==> config.mk <==
export PLATFORM = sky130hd
export DESIGN_NAME = bba_ram
export DESIGN_NICKNAME = d
export VERILOG_FILES = /design/src/rtl/bba_ram.sv
export SDC_FILE = /design/constraint.sdc
export NUM_CORES = 2
export LEC_CHECK = 0
export BUFFER_PORTS_ARGS = -buffer_cell sky130_fd_sc_hd__buf_2
export CAP_MARGIN = 20
export CORE_MARGIN = 2
export CORE_UTILIZATION = 45
export DETAILED_ROUTE_END_ITERATION = 8
export GPL_TIMING_DRIVEN = 0
export PLACE_DENSITY = 0.7
export SKIP_CTS_REPAIR_TIMING = 1
export SLEW_MARGIN = 20
export SYNTH_ARGS = -nofsm -noshare
export SYNTH_HDL_FRONTEND = slang
export SYNTH_SLANG_ARGS = --single-unit
==> constraint.sdc <==
create_clock -name i_clk -period 8.83 [get_ports i_clk]
set_clock_uncertainty 0.2 [all_clocks]
set_input_delay 0.4415 -clock i_clk [delete_from_list [all_inputs] [get_ports i_clk]]
set_output_delay 0.4415 -clock i_clk [all_outputs]
set_load 0.02 [all_outputs]
==> src/rtl/bba_ram.sv <==
// Generic single write port, single read port RAM with registered read data.
module bba_ram #(
    parameter int WIDTH = 64,
    parameter int DEPTH = 64,
    localparam int AW   = (DEPTH > 1) ? $clog2(DEPTH) : 1
) (
    input  logic             i_clk,
    input  logic             i_we,
    input  logic [AW-1:0]    i_waddr,
    input  logic [WIDTH-1:0] i_wdata,
    input  logic [AW-1:0]    i_raddr,
    output logic [WIDTH-1:0] o_rdata
);

    logic [WIDTH-1:0] r_mem [DEPTH];
    logic [WIDTH-1:0] r_rdata;

    // Write port.
    always_ff @(posedge i_clk) begin
        if (i_we) begin
            r_mem[i_waddr] <= i_wdata;
        end
    end

    // Registered read port.
    always_ff @(posedge i_clk) begin
        r_rdata <= r_mem[i_raddr];
    end

    assign o_rdata = r_rdata;

endmodule

==> reports/results.ini <==
[floorplan]
fp-row-count = 216
die-area_um2 = 352000
core-area_um2 = 346000
pin_count = 142
die_y_um = 593
dieWidth_um = 593
initial_utilization_pct = 45.2

[setup_path]
endpoint_kind = flip-flop
crit_type = in -> reg
critPathLaunchType = input port
required_ns = 9.34
timing.rr.end = o_rdata[38]
crit_path_top_delay_cell = a31oi_1
worst-path-buf-inv = 3
crit_top_cell = buf_2
cp_top_family = compound AO/OA/AOI/OAI gates
cp_max_fo = 10
reg2reg_from = r_mem[63][38]
r2r_cells = 5
critPathArrivalTime_ns = 4.59
r2r_slack_ns = 5.68
path_cells = buf_4, buf_2, buf_2, mux4_2, mux2i_1, o22ai_1, a31oi_1, a211oi_1
cpPeakStageDelay_ns = 1.01

[layout]
utilization_pct = 52.6
fin_nets = 7517
layout.cells.non_filler = 12400
layout_commonest_cell = edfxtp_1
drive_above_1_share_pct = 29.4
syn2layout_area_growth_pct = 16.4
nFillCells = 25400
final_cell_area_um2 = 182000
layout_common_cells = edfxtp_1 (4096), mux4_2 (1024), clkbuf_16 (406)

[min_path]
hold_depth = 1
hp-start = i_wdata[22]
worst_hold_path_type = in -> reg
hold_end = r_mem[30][22]

[sta]
final.setup.worst_slack_ns = 4.75
max_slew_margin_pct = 18.6
final_max_slew_viol_count = 0
finalCriticalPeriod_ns = 4.08
hold_viol_final = 0
rsz0062_at_grt = false
timing.final.crit_share_pct = 46.2
worst_slew_pin_slew_ns = 1.21
setup_viol = 0
timing.fmax_mhz = 245
setup_tns_ns = 0

[global_route]
met3_usage_pct = 4.90
met1_usage_pct = 31.2
gr-usage-met2_pct = 37.9
track_usage_pct = 23.6
grt_max_degree = 65
grt_pass1_vias = 76900
grt_pass1_wl_um = 588000
antenna_found_initial = 39
top_usage_layer = met2
grt-ovfl-total = 0

[clock_tree]
cts.sinks = 4160
clk_latency_ns = 0.95
cts_tree = built
cts_max_level = 5
cts_buffer_depth = 4
cts.clk_slew.worst_paths_ns = 0.06
cts_buffers = 396
root_buffer = clkbuf_16

[job]
cap_viol_max_count = 0

[logic_synthesis]
ys_warn_count = 0
synth_area_leader_cell = edfxtp_1
ys_types = 33
yosys-top-cells-area = edfxtp_1 (79%), mux4_2 (15%), mux2i_1 (0.86%), dfxtp_1 (0.82%), a22oi_1 (0.81%)
synth_top_area_share_pct = 78.7
ys_seq_area_share_pct = 79.5
avgSynthCellArea_um2 = 23.7
ys_seq_elements = 4160
postSynthCellCount = 6598
syn-num-nets = 6676
synthesis.area_um2 = 156000

[routing]
drtAntennaViolNets = 0
drtIter0Drc = 11400
routedWlPerCell_um = 34.2
via_count = 77400
drt_wl_total_um = 423000
drt_pass1_iterations = 6
vias_per_cell = 6.26
drc = 0

[placement]
dpl_worst_slack_ns = 4.00
globalplace.congestion = 0.827
post-place-cells = 11600
place_area_um2 = 168000
portBuffers = 133
dp_hpwl_um = 280000

[power]
p_leak_nw = 56.9
vdd_drop_max_uv = 164
power_density_nw_per_um2 = 226

[outcome]
status = completed

cell families (layout without fill, tap and decap cells):
logic type,count (synthesis),after routing,synth area share [%]
buffers and inverters,389,1551,1.18
DFF,4160,4160,79.5
other,0,23,0
and+or+nand+nor,386,386,1.24
muxes,1159,1159,15.6
AOI/OAI and AO/OA,504,504,2.48
layout make-up:
type,instances,area (µm²),share of cell area (%)
sequential,4160,124000,68.3
inverter,19,71.3,0.0392
tap,4578,5730,3.15
clock inverter,219,2180,1.20
antenna,23,57.6,0.0316
multi-input combinational,2049,30700,16.9
timing repair buffer,443,6590,3.62
clock buffer,500,10600,5.82
buffer,370,1780,0.980
cell usage after synthesis:
| master | count |
|---|---|
| or3b_2 | 1 |
| nor3_1 | 2 |
| mux2i_1 | 135 |
| nand2_1 | 58 |
| a31o_1 | 1 |
| buf_2 | 170 |
| dfxtp_1 | 64 |
| o221ai_1 | 38 |
| a22o_1 | 88 |
| a211oi_1 | 63 |
| a41oi_1 | 26 |
| edfxtp_1 | 4096 |
| inv_1 | 19 |
| and2_1 | 3 |
| and3_1 | 64 |
| mux4_2 | 1024 |
| clkbuf_1 | 140 |
| nor2b_1 | 28 |
| buf_6 | 6 |
| nand4b_1 | 1 |
| a2bb2oi_1 | 19 |
| nand4_1 | 2 |
| nand3b_1 | 2 |
| a31oi_1 | 18 |
| nor2_1 | 112 |
| or3_1 | 29 |
| o22ai_1 | 83 |
| or2_2 | 28 |
| buf_1 | 20 |
| nand3_1 | 45 |
| buf_4 | 34 |
| nand2b_1 | 11 |
| a22oi_1 | 168 |
power by group:
group | switching, mW | internal (mW)
sequential | 0.0453 | 21.9
combinational | 1.47 | 0.741
clock | 7.24 | 9.70
total | 8.75 | 32.3
sequential cells by signal, indices dropped and copies added, names as in the netlist:
name / flops
o_rdata: 64
r_mem: 4096
metal layers:
| layer | wire, µm | vias up |
|---|---|---|
| met5 | 109 | - |
| met4 | 20300 | 16 |
| met3 | 46000 | 893 |
| met2 | 204000 | 5253 |
| met1 | 152000 | 41000 |
| li1 | - | 30200 |
stage by stage:
step	hold WS, ns	power (mW)
after floorplan	0.340	23.4
after global placement	0.661	24.4
after detailed placement	0.658	24.5
after CTS	-0.171	41.2
after global routing	0.0131	42.0
final	0.0228	41.0
how the worst max path moves through the flow:
stage | start | end | depth (start not counted)
after floorplan | i_waddr[3] | r_mem[48][0] | 4
after global placement | i_waddr[3] | r_mem[48][36] | 4
after detailed placement | i_raddr[0] | o_rdata[33] | 8
after CTS | i_raddr[2] | o_rdata[6] | 9
after global routing | i_raddr[0] | o_rdata[38] | 8
final | i_raddr[0] | o_rdata[38] | 8
worst register-to-register path, cell delays in order (launching register included):
cell and delay, ns:
edfxtp_1 0.36, mux4_2 0.47, mux2i_1 0.23, o22ai_1 0.35
a31oi_1 1.01, a211oi_1 0.31
Power figures use the tool's default switching activity.
